[config.mk]
export PLATFORM = sky130hd
export DESIGN_NAME = bom_ram
export DESIGN_NICKNAME = d
export VERILOG_FILES = /design/src/design/assert_macros.svh /design/src/design/bom_ram.sv
export SDC_FILE = /design/constraint.sdc
export NUM_CORES = 1
export LEC_CHECK = 0
export BUFFER_PORTS_ARGS = -buffer_cell sky130_fd_sc_hd__buf_2
export CORE_MARGIN = 2
export CORE_UTILIZATION = 40
export CTS_CLUSTER_DIAMETER = 60
export CTS_CLUSTER_SIZE = 8
export DETAILED_ROUTE_END_ITERATION = 12
export PLACE_DENSITY = 0.61
export SETUP_SLACK_MARGIN = 0.3
export SLEW_MARGIN = 30
export SYNTH_ARGS = -nofsm -noshare
export SYNTH_HDL_FRONTEND = slang
export SYNTH_SLANG_ARGS = --single-unit
export TNS_END_PERCENT = 20
[constraint.sdc]
create_clock -name clk -period 1.7 [get_ports clk]
set_input_delay 0.17 -clock clk [delete_from_list [all_inputs] [get_ports clk]]
set_output_delay 0.17 -clock clk [all_outputs]
set_load 0.01 [all_outputs]
[src/design/assert_macros.svh]
// Assertion macros, used by bill_of_materials_expansion.
// No dependencies; the files that check their own logic include this header.
`ifndef ASSERT_MACROS_SVH
`define ASSERT_MACROS_SVH

`ifndef NO_ASSERTIONS

// Check that cons holds in the same cycle as ante
`define ASSERT_IMPL(lbl, clk, rstn, ante, cons) \
    lbl: assert property (@(posedge clk) disable iff (!(rstn)) (ante) |-> (cons)) \
        else $error("assertion failed");

// Check that cons holds in the cycle after ante
`define ASSERT_NEXT(lbl, clk, rstn, ante, cons) \
    lbl: assert property (@(posedge clk) disable iff (!(rstn)) (ante) |=> (cons)) \
        else $error("assertion failed");

`else

`define ASSERT_IMPL(lbl, clk, rstn, ante, cons)
`define ASSERT_NEXT(lbl, clk, rstn, ante, cons)

`endif

`endif

[src/design/bom_ram.sv]
// Generic single-write, single-read RAM with registered read data.
// No dependencies; instantiated by the top level for each store.
module bom_ram #(
    parameter int WIDTH = 8,
    parameter int DEPTH = 64,
    localparam int ADDR_W = $clog2(DEPTH)
) (
    input  logic              clk,
    input  logic              we,
    input  logic [ADDR_W-1:0] waddr,
    input  logic [WIDTH-1:0]  wdata,
    input  logic [ADDR_W-1:0] raddr,
    output logic [WIDTH-1:0]  rdata
);

    logic [WIDTH-1:0] mem_reg [DEPTH];
    logic [WIDTH-1:0] rdata_reg;

    always_ff @(posedge clk)
    begin
        if (we)
        begin
            mem_reg[waddr] <= wdata;
        end
        rdata_reg <= mem_reg[raddr];
    end

    assign rdata = rdata_reg;

endmodule

# After elaboration in Yosys (flattened, before gate mapping)
# Memories as Yosys holds them, arrays and structs flattened. A register that Yosys moved wholly into a read port is not among the register bits.
# Cells that the tools add are included.
# op_classes
n_mux,2
# ops
op,count
$mux W1,2
# word_totals
reg_bits,0
ram_bits,512
output_inout_bits,8
mem_count,1
# mem_list
name,depth,width,read_ports,rd_ports_with_merged_regs,wr,line_no,source
mem_reg,64,8,1,1,1,bom_ram.sv:16,logic [WIDTH-1:0] mem_reg [DEPTH];

# Logic depth before layout (Yosys ltp)
# depth
word_depth,2
mapped_depth,9

# Least setup slack after synthesis
# OpenSTA, ideal clock, no wires.
# synth_timing
path_type,input -> register
start,in raddr[1]
end,"reg rdata_reg[3], in the netlist rdata[3] (read register of mem_reg)"
setup_time_ns,0.128
t_arrival_ns,1.710
path_slack_ns,-0.138
stages,7
n_path_buf,3
cell_sequence,buf_4 -> buf_2 -> buf_2 -> mux4_2 -> mux4_2 -> o21ai_1 -> o41ai_1
# synth_lines
item,line_no,source
"start, declared",bom_ram.sv:12,"input logic [ADDR_W-1:0] raddr,"
"end, declared",bom_ram.sv:17,logic [WIDTH-1:0] rdata_reg;

==> flow_metrics.py <==
metrics = {
    "run_status": {
        "status": "complete, but fails checks",
        "violations": "negative setup slack",
    },
    "yosys": {
        "synth_commonest_cells": "edfxtp_1, mux4_2, nor2_1",
        "ys_warn_count": 0,
        "synth_cell_type_count": 40,
        "synthesis.nets": 962,
        "synth_top_area_cell": "edfxtp_1",
        "yosysMostFrequentCell": "edfxtp_1",
        "yosysSeqAreaShare": 0.770,
        "synthesis.area_per_instance_um2": 21.5,
        "synth_edf_count": 512,
        "async_flop_share": 0,
        "ys_seq_elements": 520,
        "netlist.area_leader.share": 0.762,
        "synthFlopType": "edfxtp_1",
        "netlist_area_um2": 20200,
        "yosys-top-cells-area": "edfxtp_1, mux4_2, nor2_1",
        "syn_inst": 940,
    },
    "clock_tree": {
        "clk_pin_slew_ns": 0.05,
        "clock_latency_ns": 0.59,
        "cts_buffer_depth": 3,
        "cts_tree": "done",
        "htreeDepth": 3,
        "root_buffer": "clkbuf_16",
        "clock-sinks": 520,
        "numCtsBuffers": 75,
    },
    "timing": {
        "final_max_slew_viol_count": 0,
        "setup_viol": 6,
        "max_freq_ghz": 0.536,
        "min_period_ns": 1.87,
        "rsz0062_at_grt": "yes",
        "fin_ws_ns": -0.165,
        "slew_headroom": 0.516,
        "finalHoldViolCount": 0,
        "skew_ns": 0.0298,
        "fin_hold_ws_ns": 0.0310,
        "fin_crit_sh": 1.10,
        "worst_pin_slew_ns": 0.726,
    },
    "drt": {
        "highest_layer": "met4",
        "met2RoutedLength_um": 22800,
        "ant_nets": 0,
        "drtPass1Iterations": 5,
        "routed_wl_um": 46500,
        "wl_per_cell_um": 24.8,
        "vias": 10100,
        "via_per_inst": 5.38,
        "route.detailed.drc": 0,
        "drt_iter0_drc": 1007,
        "wl_met1_um": 19800,
        "dr_wl_met3_um": 2680,
    },
    "power_and_ir_drop": {
        "p_leak_nw": 8.04,
        "total_power_w": 0.0290,
        "p_per_area_nw_per_um2": 1180,
        "peakVddDrop_v": 0.000758,
    },
    "global_route": {
        "grt_pass1_vias": 10400,
        "antenna_found_initial": 1,
        "grt_max_degree": 65,
        "grt_pass1_wl_um": 69400,
        "grt_overflow": 0,
        "grt_use_total": 0.182,
    },
    "critical_path": {
        "crit_fanout": 1,
        "critPathKind": "reg -> reg",
        "path_buf_inv": 1,
        "cp_data_required_time_ns": 2.16,
        "cp-start-kind": "register",
        "path_delay_family": "multiplexers",
        "critPathCaptureType": "register",
        "cp_slowest_stage_delay_ns": 0.47,
        "slowest_stage": "mux4_2",
        "worstPathArrival_ns": 2.32,
        "path_cells": "mux4_2 > mux2_4 > o221a_4 > nor3_4 > buf_6 > o32ai_2",
    },
    "floorplanning": {
        "ios": 30,
        "die_h_um": 229,
        "die_width_um": 229,
        "std_cell_rows": 82,
        "core_region_area_um2": 50000,
        "dieArea_um2": 52200,
        "start_util": 0.404,
    },
    "final_layout": {
        "drive_gt1_frac": 0.373,
        "largest_reg_flops": 512,
        "areaGrowthSynthToFinish_pct": 22.1,
        "fillers": 4031,
        "finish.utilization": 0.493,
        "post-route-cell-area_um2": 24600,
        "nets": 1185,
    },
    "hold_path": {
        "min_path_type": "in -> reg",
    },
    "placement": {
        "placed_area_um2": 22400,
        "dp_hpwl_um": 29700,
        "port_buffers": 29,
        "gp_congestion": 0.778,
    },
    "run": {
        "cap_violations": 0,
    },
}
## cell type report
type | count | area [um2] | area share
repair buffers | 197 | 1590 | 0.0644
diodes | 1 | 2.50 | 0.000102
clock buffers | 108 | 2040 | 0.0830
clock inverters | 4 | 30.0 | 0.00122
flip-flops and latches | 520 | 15500 | 0.631
well taps | 672 | 841 | 0.0341
multi-input cells | 369 | 4590 | 0.186
## power breakdown
group	internal (W)	total, W	switching [W]
registers	0.0142	0.0143	0.0000515
logic	0.000678	0.00157	0.000891
clock network	0.00819	0.0132	0.00501
total	0.0231	0.0290	0.00596
## layer usage
| layer | global-route usage | vias up |
|---|---|---|
| met3 | 0.0321 | 76 |
| li1 | - | 4386 |
| met4 | 0.0692 | 0 |
| met1 | 0.251 | 5301 |
| met2 | 0.291 | 305 |
| met5 | 0 | - |
## layout by cell type (no fill, tap or decap), types with 3 or more instances in the layout
master     count
buf_2         22
nor2_4        10
dfxtp_1        8
a221oi_4       3
clkbuf_1      31
o22ai_1        7
nor3_4         3
mux2_2         8
edfxtp_1     512
a21oi_1        3
nor3_1         3
mux2i_1       23
a221oi_1       3
a22oi_1        3
o2111ai_1      3
nor2b_1       14
o221ai_1       8
nand3_1       12
buf_4        160
nor2_1        71
a211oi_1       4
o21ai_2        3
nand2b_1       7
clkbuf_16     77
nand2_1       18
mux4_2       126
nand3b_1       3
buf_12        12
mux2_4         5
## kinds of logic after synthesis
| kind of cell | share of synthesized area |
|---|---|
| compound gates | 0.0207 |
| mux | 0.159 |
| flops | 0.770 |
| simple gates | 0.0339 |
| buf+inv | 0.0157 |
## per-stage QoR
stage,worst slack [ns],TNS [ns],cells
finish,-0.165,-0.518,1871
global route,-0.234,-1.02,1871
CTS,-0.160,-0.675,1870
detailed placement,-0.677,-4.06,1757
global placement,-0.685,-4.13,1757
floorplan,-0.0185,-0.0487,940
## worst paths after layout
path	slack, ns	start	end	cells after the start
max	-0.17	mem_reg[21][4]	rdata[4]	6
min	0.03	raddr[5]	rdata[5]	2
max reg2reg	-0.17	mem_reg[21][4]	rdata[4]	6
min reg2reg	0.84	mem_reg[30][4]	rdata[4]	3
## repair_timing
item	CTS	global route
setup endpoints to repair	11	10
endpoints found under the hold margin	2	0
pin swaps	10	2
resized for setup	25	5
cloned	0	0
hold buffers	1	0
setup buffers	0	0
Power figures use the tool's default switching activity.
